===== src/rtl/core/bmp_pkg.sv =====
package bmp_pkg;

    // Frame geometry; both sizes are multiples of four
    localparam int FRAME_ROWS = 256;
    localparam int FRAME_COLS = 256;
    localparam int ROW_W      = $clog2(FRAME_ROWS);
    localparam int COL_W      = $clog2(FRAME_COLS);

    // One running maximum per block column, block column index taken modulo the depth
    localparam int MAX_DEPTH  = 128;
    localparam int SLOT_W     = $clog2(MAX_DEPTH);

    localparam int PIX_W      = 16;
    localparam int COORD_W    = 8;

    // Job queue between front and back; depth is a power of two
    localparam int Q_DEPTH    = 4;
    localparam int Q_PTR_W    = $clog2(Q_DEPTH);

    // Block size minus one for each mode
    localparam logic [1:0] MSK_DENSE  = 2'd1;
    localparam logic [1:0] MSK_SPARSE = 2'd3;

    localparam logic MODE_DENSE  = 1'b0;
    localparam logic MODE_SPARSE = 1'b1;

    // One finished block: top left corner, maximum and the mode it was pooled in
    typedef struct packed {
        logic [ROW_W-1:0]        r0;
        logic [COL_W-1:0]        c0;
        logic signed [PIX_W-1:0] value;
        logic                    mode;
    } job_t;

    function automatic logic [1:0] block_mask(input logic mode);
        block_mask = (mode == MODE_SPARSE) ? MSK_SPARSE : MSK_DENSE;
    endfunction

endpackage


===== src/rtl/core/block_max_pool_replicate_unit.sv =====
// Streaming block max pooling with replication. Pixels arrive one transaction per
// cycle in raster order on the s_ channel; s_frame_start marks row 0, column 0. In
// dense mode (pool_mode 0) each 2x2 block is reduced to its maximum, in sparse mode
// (pool_mode 1) each 4x4 block is reduced to the maximum of its four even-offset
// pixels. On a block's bottom right pixel the maximum leaves on the m_ channel once
// per block position, raster order within the block, one transaction per cycle
// while m_ready is high, with m_block_last on the final one: 4 results per dense
// block, 16 per sparse block. The input takes one pixel per cycle while the
// 4-entry block queue has room. A block's first result follows its last pixel
// through the second stage, the block queue and the back's job register.
// Sustained, the output port sets the pace: one result per cycle, which over a
// frame is one result per pixel. The 128-entry running maximum store is read
// and rewritten over two stages with forwarding, so neighbouring pixels of one
// block need no wait. It has no clearing pass; every block writes its entry on its
// first pixel. Write pool_mode only while the block is idle.
module block_max_pool_replicate_unit (
    input  logic                             aclk,
    input  logic                             aresetn,
    input  logic                             cfg_we,
    input  logic                             cfg_wdata,
    input  logic                             s_valid,
    output logic                             s_ready,
    input  logic signed [bmp_pkg::PIX_W-1:0] s_pixel_value,
    input  logic                             s_frame_start,
    output logic                             m_valid,
    input  logic                             m_ready,
    output logic [bmp_pkg::COORD_W-1:0]      m_out_row,
    output logic [bmp_pkg::COORD_W-1:0]      m_out_col,
    output logic signed [bmp_pkg::PIX_W-1:0] m_pooled_value,
    output logic                             m_block_last
);

    logic          pool_mode_reg;
    logic          push_valid, push_ready, pop_valid, pop_ready;
    bmp_pkg::job_t push_data, pop_data;

    // Hold the pooling mode; dense after reset
    always_ff @(posedge aclk) begin
        if (!aresetn) begin
            pool_mode_reg <= bmp_pkg::MODE_DENSE;
        end else if (cfg_we) begin
            pool_mode_reg <= cfg_wdata;
        end
    end

    // Front: track position, update running maxima, flag finished blocks
    bmp_front u_front (
        .aclk          (aclk),
        .aresetn       (aresetn),
        .pool_mode     (pool_mode_reg),
        .s_valid       (s_valid),
        .s_ready       (s_ready),
        .s_pixel_value (s_pixel_value),
        .s_frame_start (s_frame_start),
        .q_push_valid  (push_valid),
        .q_push_ready  (push_ready),
        .q_push_data   (push_data)
    );

    // Queue finished blocks so either side can stall on its own
    bmp_queue u_queue (
        .aclk       (aclk),
        .aresetn    (aresetn),
        .push_valid (push_valid),
        .push_ready (push_ready),
        .push_data  (push_data),
        .pop_valid  (pop_valid),
        .pop_ready  (pop_ready),
        .pop_data   (pop_data)
    );

    // Back: replicate each block maximum over every position of its block
    bmp_back u_back (
        .aclk           (aclk),
        .aresetn        (aresetn),
        .pop_valid      (pop_valid),
        .pop_ready      (pop_ready),
        .pop_data       (pop_data),
        .m_valid        (m_valid),
        .m_ready        (m_ready),
        .m_out_row      (m_out_row),
        .m_out_col      (m_out_col),
        .m_pooled_value (m_pooled_value),
        .m_block_last   (m_block_last)
    );

endmodule


===== src/rtl/core/bmp_front.sv =====
module bmp_front (
    input  logic                          aclk,
    input  logic                          aresetn,
    input  logic                          pool_mode,
    input  logic                          s_valid,
    output logic                          s_ready,
    input  logic signed [bmp_pkg::PIX_W-1:0] s_pixel_value,
    input  logic                          s_frame_start,
    output logic                          q_push_valid,
    input  logic                          q_push_ready,
    output bmp_pkg::job_t                 q_push_data
);

    localparam int ROW_W  = bmp_pkg::ROW_W;
    localparam int COL_W  = bmp_pkg::COL_W;
    localparam int SLOT_W = bmp_pkg::SLOT_W;
    localparam int PIX_W  = bmp_pkg::PIX_W;

    logic [ROW_W-1:0] row_count_reg, row_count_next;
    logic [COL_W-1:0] col_count_reg, col_count_next;

    logic [ROW_W-1:0] r_cur;
    logic [COL_W-1:0] c_cur;
    logic [ROW_W:0]   r_inc;
    logic [COL_W:0]   c_inc;
    logic [1:0]       msk, rr, cc;
    logic [SLOT_W-1:0] slot_d;
    logic             upd_d, first_d, end_d, accept;

    // Second stage: read-modify-write of the running maximum
    logic                    st1_valid_reg;
    logic signed [PIX_W-1:0] st1_px_reg;
    logic [SLOT_W-1:0]       st1_slot_reg;
    logic                    st1_upd_reg, st1_first_reg, st1_end_reg, st1_mode_reg;
    logic [ROW_W-1:0]        st1_r0_reg;
    logic [COL_W-1:0]        st1_c0_reg;
    logic signed [PIX_W-1:0] rd_data_reg, byp_val_reg;
    logic                    byp_hit_reg;
    logic signed [PIX_W-1:0] old_val, new_val, emit_val;
    logic                    st1_adv, mem_we, byp_hit_d;

    logic signed [PIX_W-1:0] running_max_mem [bmp_pkg::MAX_DEPTH];

    assign accept = s_valid && s_ready;

    always_comb begin
        r_cur = s_frame_start ? '0 : row_count_reg;
        c_cur = s_frame_start ? '0 : col_count_reg;
        msk   = bmp_pkg::block_mask(pool_mode);
        rr    = (pool_mode == bmp_pkg::MODE_SPARSE) ? r_cur[1:0] : {1'b0, r_cur[0]};
        cc    = (pool_mode == bmp_pkg::MODE_SPARSE) ? c_cur[1:0] : {1'b0, c_cur[0]};
        slot_d = (pool_mode == bmp_pkg::MODE_SPARSE) ? SLOT_W'(c_cur >> 2)
                                                     : SLOT_W'(c_cur >> 1);
        upd_d   = (pool_mode == bmp_pkg::MODE_DENSE) || (!rr[0] && !cc[0]);
        first_d = (rr == 2'd0) && (cc == 2'd0);
        end_d   = (rr == msk) && (cc == msk);

        // Advance position counters, wrap at the frame edges
        c_inc = {1'b0, c_cur} + (COL_W+1)'(1);
        r_inc = {1'b0, r_cur} + (ROW_W+1)'(1);
        row_count_next = r_cur;
        if (c_inc >= (COL_W+1)'(bmp_pkg::FRAME_COLS)) begin
            col_count_next = '0;
            if (r_inc >= (ROW_W+1)'(bmp_pkg::FRAME_ROWS)) begin
                row_count_next = '0;
            end else begin
                row_count_next = r_inc[ROW_W-1:0];
            end
        end else begin
            col_count_next = c_inc[COL_W-1:0];
        end
    end

    always_comb begin
        old_val  = byp_hit_reg ? byp_val_reg : rd_data_reg;
        new_val  = (st1_first_reg || (st1_px_reg > old_val)) ? st1_px_reg : old_val;
        emit_val = st1_upd_reg ? new_val : old_val;
    end

    assign st1_adv   = !st1_end_reg || q_push_ready;
    assign s_ready   = !st1_valid_reg || st1_adv;
    assign mem_we    = st1_valid_reg && st1_upd_reg && st1_adv;
    assign byp_hit_d = mem_we && (st1_slot_reg == slot_d);

    assign q_push_valid      = st1_valid_reg && st1_end_reg;
    assign q_push_data.r0    = st1_r0_reg;
    assign q_push_data.c0    = st1_c0_reg;
    assign q_push_data.value = emit_val;
    assign q_push_data.mode  = st1_mode_reg;

    always_ff @(posedge aclk) begin
        if (!aresetn) begin
            row_count_reg <= '0;
            col_count_reg <= '0;
            st1_valid_reg <= 1'b0;
        end else begin
            if (accept) begin
                row_count_reg <= row_count_next;
                col_count_reg <= col_count_next;
                st1_valid_reg <= 1'b1;
            end else if (st1_adv) begin
                st1_valid_reg <= 1'b0;
            end
        end
    end

    always_ff @(posedge aclk) begin
        if (accept) begin
            st1_px_reg    <= s_pixel_value;
            st1_slot_reg  <= slot_d;
            st1_upd_reg   <= upd_d;
            st1_first_reg <= first_d;
            st1_end_reg   <= end_d;
            st1_mode_reg  <= pool_mode;
            st1_r0_reg    <= r_cur - ROW_W'(msk);
            st1_c0_reg    <= c_cur - COL_W'(msk);
            byp_hit_reg   <= byp_hit_d;
            byp_val_reg   <= new_val;
        end
    end

    // Running maximum store: one write, one registered read per cycle
    always_ff @(posedge aclk) begin
        if (mem_we) begin
            running_max_mem[st1_slot_reg] <= new_val;
        end
        if (accept) begin
            rd_data_reg <= running_max_mem[slot_d];
        end
    end

endmodule


===== src/rtl/core/bmp_queue.sv =====
module bmp_queue (
    input  logic          aclk,
    input  logic          aresetn,
    input  logic          push_valid,
    output logic          push_ready,
    input  bmp_pkg::job_t push_data,
    output logic          pop_valid,
    input  logic          pop_ready,
    output bmp_pkg::job_t pop_data
);

    localparam int PTR_W = bmp_pkg::Q_PTR_W;

    bmp_pkg::job_t    entry_reg [bmp_pkg::Q_DEPTH];
    logic [PTR_W-1:0] wr_ptr_reg, rd_ptr_reg;
    logic [PTR_W:0]   count_reg;
    logic             do_push, do_pop;

    assign push_ready = (count_reg != (PTR_W+1)'(bmp_pkg::Q_DEPTH));
    assign pop_valid  = (count_reg != '0);
    assign pop_data   = entry_reg[rd_ptr_reg];
    assign do_push    = push_valid && push_ready;
    assign do_pop     = pop_valid && pop_ready;

    always_ff @(posedge aclk) begin
        if (!aresetn) begin
            wr_ptr_reg <= '0;
            rd_ptr_reg <= '0;
            count_reg  <= '0;
        end else begin
            if (do_push) begin
                wr_ptr_reg <= wr_ptr_reg + PTR_W'(1);
            end
            if (do_pop) begin
                rd_ptr_reg <= rd_ptr_reg + PTR_W'(1);
            end
            if (do_push && !do_pop) begin
                count_reg <= count_reg + (PTR_W+1)'(1);
            end else if (do_pop && !do_push) begin
                count_reg <= count_reg - (PTR_W+1)'(1);
            end
        end
    end

    always_ff @(posedge aclk) begin
        if (do_push) begin
            entry_reg[wr_ptr_reg] <= push_data;
        end
    end

endmodule


===== src/rtl/core/bmp_back.sv =====
module bmp_back (
    input  logic                           aclk,
    input  logic                           aresetn,
    input  logic                           pop_valid,
    output logic                           pop_ready,
    input  bmp_pkg::job_t                  pop_data,
    output logic                           m_valid,
    input  logic                           m_ready,
    output logic [bmp_pkg::COORD_W-1:0]    m_out_row,
    output logic [bmp_pkg::COORD_W-1:0]    m_out_col,
    output logic signed [bmp_pkg::PIX_W-1:0] m_pooled_value,
    output logic                           m_block_last
);

    localparam int ROW_W   = bmp_pkg::ROW_W;
    localparam int COL_W   = bmp_pkg::COL_W;
    localparam int COORD_W = bmp_pkg::COORD_W;

    bmp_pkg::job_t job_reg;
    logic          job_valid_reg;
    logic [1:0]    i_reg, j_reg;
    logic [1:0]    msk;
    logic          last, m_accept, load;

    assign msk       = bmp_pkg::block_mask(job_reg.mode);
    assign last      = (i_reg == msk) && (j_reg == msk);
    assign m_accept  = m_valid && m_ready;
    assign pop_ready = !job_valid_reg || (m_accept && last);
    assign load      = pop_valid && pop_ready;

    assign m_valid        = job_valid_reg;
    assign m_out_row      = COORD_W'(job_reg.r0 + ROW_W'(i_reg));
    assign m_out_col      = COORD_W'(job_reg.c0 + COL_W'(j_reg));
    assign m_pooled_value = job_reg.value;
    assign m_block_last   = last;

    always_ff @(posedge aclk) begin
        if (!aresetn) begin
            job_valid_reg <= 1'b0;
            i_reg         <= '0;
            j_reg         <= '0;
        end else begin
            if (load) begin
                job_valid_reg <= 1'b1;
                i_reg         <= '0;
                j_reg         <= '0;
            end else if (m_accept && last) begin
                job_valid_reg <= 1'b0;
            end else if (m_accept) begin
                if (j_reg == msk) begin
                    j_reg <= '0;
                    i_reg <= i_reg + 2'd1;
                end else begin
                    j_reg <= j_reg + 2'd1;
                end
            end
        end
    end

    always_ff @(posedge aclk) begin
        if (load) begin
            job_reg <= pop_data;
        end
    end

endmodule


===== config.mk =====
export PLATFORM = sky130hd
export DESIGN_NAME = block_max_pool_replicate_unit
export DESIGN_NICKNAME = d
export VERILOG_FILES = /design/src/rtl/core/bmp_pkg.sv /design/src/rtl/core/block_max_pool_replicate_unit.sv /design/src/rtl/core/bmp_front.sv /design/src/rtl/core/bmp_queue.sv /design/src/rtl/core/bmp_back.sv
export SDC_FILE = /design/constraint.sdc
export NUM_CORES = 2
export LEC_CHECK = 0
export ABC_AREA = 0
export BUFFER_PORTS_ARGS = -buffer_cell sky130_fd_sc_hd__clkbuf_2
export CAP_MARGIN = 20
export CORE_MARGIN = 2
export CORE_UTILIZATION = 35
export CTS_BUF_LIST = sky130_fd_sc_hd__clkbuf_4 sky130_fd_sc_hd__clkbuf_8
export DETAILED_ROUTE_END_ITERATION = 10
export PLACE_DENSITY_LB_ADDON = 0.2
export REMOVE_ABC_BUFFERS = 1
export SLEW_MARGIN = 20
export SYNTH_ARGS = -nofsm -noshare
export SYNTH_HDL_FRONTEND = slang
export SYNTH_SLANG_ARGS = --single-unit
export TNS_END_PERCENT = 5

===== constraint.sdc =====
create_clock -name aclk -period 4.44 [get_ports aclk]
set_clock_uncertainty 0.2 [all_clocks]
set_input_delay 0.888 -clock aclk [delete_from_list [all_inputs] [get_ports aclk]]
set_output_delay 0.888 -clock aclk [all_outputs]
set_load 0.01 [all_outputs]

==> flow_summary.json <==
{
  "outcome": "complete, no violations",
  "routed.top_layer": "met5",
  "fin_area_um2": 108000,
  "relSlewSlack_pct": 27.7,
  "cts.sinks": 2319,
  "ir_drop_uv": 357,
  "power.density_nw_per_um2": 420,
  "routed_wl_um": 292000,
  "swShare_pct": 22.4,
  "yosys_warnings": 0,
  "required_ns": 5.07,
  "most-common-layout-cells": "edfxtp_1 (2289), nand2_1 (963), buf_4 (415)",
  "synth_edf_count": 2289,
  "synth.ff_latch_count": 2319,
  "setup_slack_ns": 0.179,
  "place_ws_ns": -0.427,
  "critPathSlowestCell": "a311oi_2",
  "cp.arrival_ns": 4.89,
  "num_rows": 188,
  "initial_core_util_pct": 35.2,
  "finalSetupViolations": 0,
  "post-route-util_pct": 41.3,
  "dr_wl_met2_um": 133000,
  "ys_async_sr_fraction_pct": 0,
  "ant_nets": 0,
  "grt_pass1_wl_um": 412000,
  "hold_start": "aresetn",
  "cts_tree": "yes",
  "post_cts_buffers": 0,
  "gp_congestion": 0.852,
  "core_um2": 263000,
  "drc": 0,
  "die_x_um": 518,
  "cpPeakStageDelay_ns": 0.57,
  "synth_area_leaders": "edfxtp_1 (74%), mux2i_1 (4.1%), nand2_1 (3.9%)",
  "ios": 58,
  "cts-root-buf": "clkbuf_8",
  "combPwrFrac_pct": 4.8,
  "largest_reg_flops": 2048,
  "cts_buffers": 397,
  "p_sw_mw": 10.2,
  "crit_family": "buffers and inverters",
  "ys.flop_type": "edfxtp_1",
  "worst_slew_pin_slew_ns": 1.08,
  "yosys.area.top_type": "edfxtp_1",
  "min-delay-path-class": "in2reg",
  "drive_gt1_share_pct": 20.0,
  "netlist.area_leader.share_pct": 74.3,
  "slew_violations": 0,
  "clk_pin_slew_ns": 0.06,
  "overflow": 0,
  "rsz0062_at_grt": "false",
  "antenna_found_initial": 18,
  "path_class": "reg2reg",
  "path_cells": "mux2_4 -> nand2_8 -> buf_4 -> buf_12 -> mux2i_1 -> o22ai_1 -> or3_1 -> a311oi_2 -> buf_4 -> o22ai_1 -> buf_4",
  "crit_top_cell": "buf_4",
  "holdWs_ns": 0.256,
  "dr.pass1.iters": 5,
  "endpoint_kind": "flop",
  "dieArea_um2": 269000,
  "critPathMaxFanout": 48,
  "portBuffers": 57,
  "wl_met3_um": 23900,
  "wl_per_cell_um": 27.9,
  "viasPerCell": 5.43,
  "clock_latency_ns": 1.09,
  "layout.nets": 6707,
  "die_y_um": 518,
  "path_buf_inv": 4,
  "grt_pass1_vias": 55119,
  "total_power_mw": 45.6,
  "placed_area_um2": 101000,
  "dp_hpwl_um": 173000,
  "drt_iter0_markers": 6505,
  "syn2layout_area_growth_pct": 17.1,
  "p_int_mw": 35.4,
  "vias": 56773,
  "seqPwrFrac_pct": 54.4,
  "final_common_cell": "edfxtp_1",
  "start_kind": "flop",
  "grt_usage_pct": 21.2,
  "clkPwrFrac_pct": 40.8,
  "cap_viol_max_count": 0,
  "met1Wirelength_um": 127000,
  "fin_crit_ns": 4.26,
  "synth_cell_types": 87,
  "clockBufferDepth": 4,
  "p_leak_nw": 37.0,
  "netlist_area_um2": 92600,
  "r2r_start": "pool_mode_reg",
  "timing.fmax_mhz": 235,
  "ys_seq_area_share_pct": 74.9,
  "post-route-period-util_pct": 96.0,
  "synthCells": 6041,
  "startpoint": "pool_mode_reg",
  "htree_levels": 5,
  "hold_violations": 0,
  "grt_start_max_net_pins": 130,
  "syn_area_per_cell_um2": 15.3
}
path summary, 6_finish.rpt:
path,slack (ns),depth (start not counted),end
setup / recovery,0.18,11,u_front.rd_data_reg[7]
setup reg to reg,0.18,11,u_front.rd_data_reg[7]
hold / removal,0.26,2,u_back.m_valid
hold reg to reg,0.29,0,u_queue.entry_reg[3][28]
cells in the mapped netlist, drive strengths merged (11+ instances only):
master	count
a22oi	16
nor2	186
mux2	69
inv	47
or4	15
mux2i	382
and3	41
a31oi	31
edfxtp	2289
nor3	30
nor2b	27
a21boi	11
o221ai	32
ha	33
a21o	19
xnor2	26
nand4	12
mux4	104
nand2	967
a21oi	363
nand3	296
a2111oi	25
dfxtp	30
clkbuf	159
and2	11
buf	229
o21ai	166
o22ai	133
nor4	93
a311oi	58
what timing repair did:
item,CTS,global route
hold buffers,20,0
endpoints found under the hold margin,21,0
resized for setup,2,2
gates cloned,0,0
endpoints found under the setup margin,2,3
pin swaps,0,1
cells by family after synthesis:
| family | share of synthesized area [%] |
|---|---|
| flops | 74.9 |
| simple gates | 8.02 |
| compound gates | 6.42 |
| mux | 7.51 |
| buf+inv | 2.30 |
| fa+ha+maj | 0.554 |
| xor+xnor | 0.293 |
stage by stage:
step           std cells  setup TNS [ns]
2_1_floorplan       5653         -578.27
3_3_place_gp        9742           -1.23
3_5_place_dp        9742          -0.793
4_1_cts            10451               0
5_1_grt            10453               0
6_report           10459               0
layer usage:
layer,GRT usage [%],vias up
met2,32.6,2438
met5,0,-
li1,-,24559
met1,30.3,29328
met4,6.13,2
met3,4.24,446
power groups by stage:
| stage | Sequential, mW | Clock, mW | Combinational (mW) |
|---|---|---|---|
| floorplan | 25.3 | 0 | 1.13 |
| global placement | 25.3 | 0 | 2.16 |
| detailed placement | 25.3 | 0 | 2.21 |
| CTS | 24.8 | 19.0 | 2.23 |
| global route | 24.8 | 20.0 | 2.37 |
| finish | 24.8 | 18.6 | 2.20 |
final cells by class:
class                      instances  area (µm²)
fill                           24100      154000
sequential                      2319       69300
multi-input combinational       3284       21300
clock buffer                     533        6550
timing repair buffer             594        5660
tap                             3515        4400
clock inverter                   156         932
inverter                          50         214
antenna                            8        20.0
Note: power is estimated with default switching activity, not from simulation.
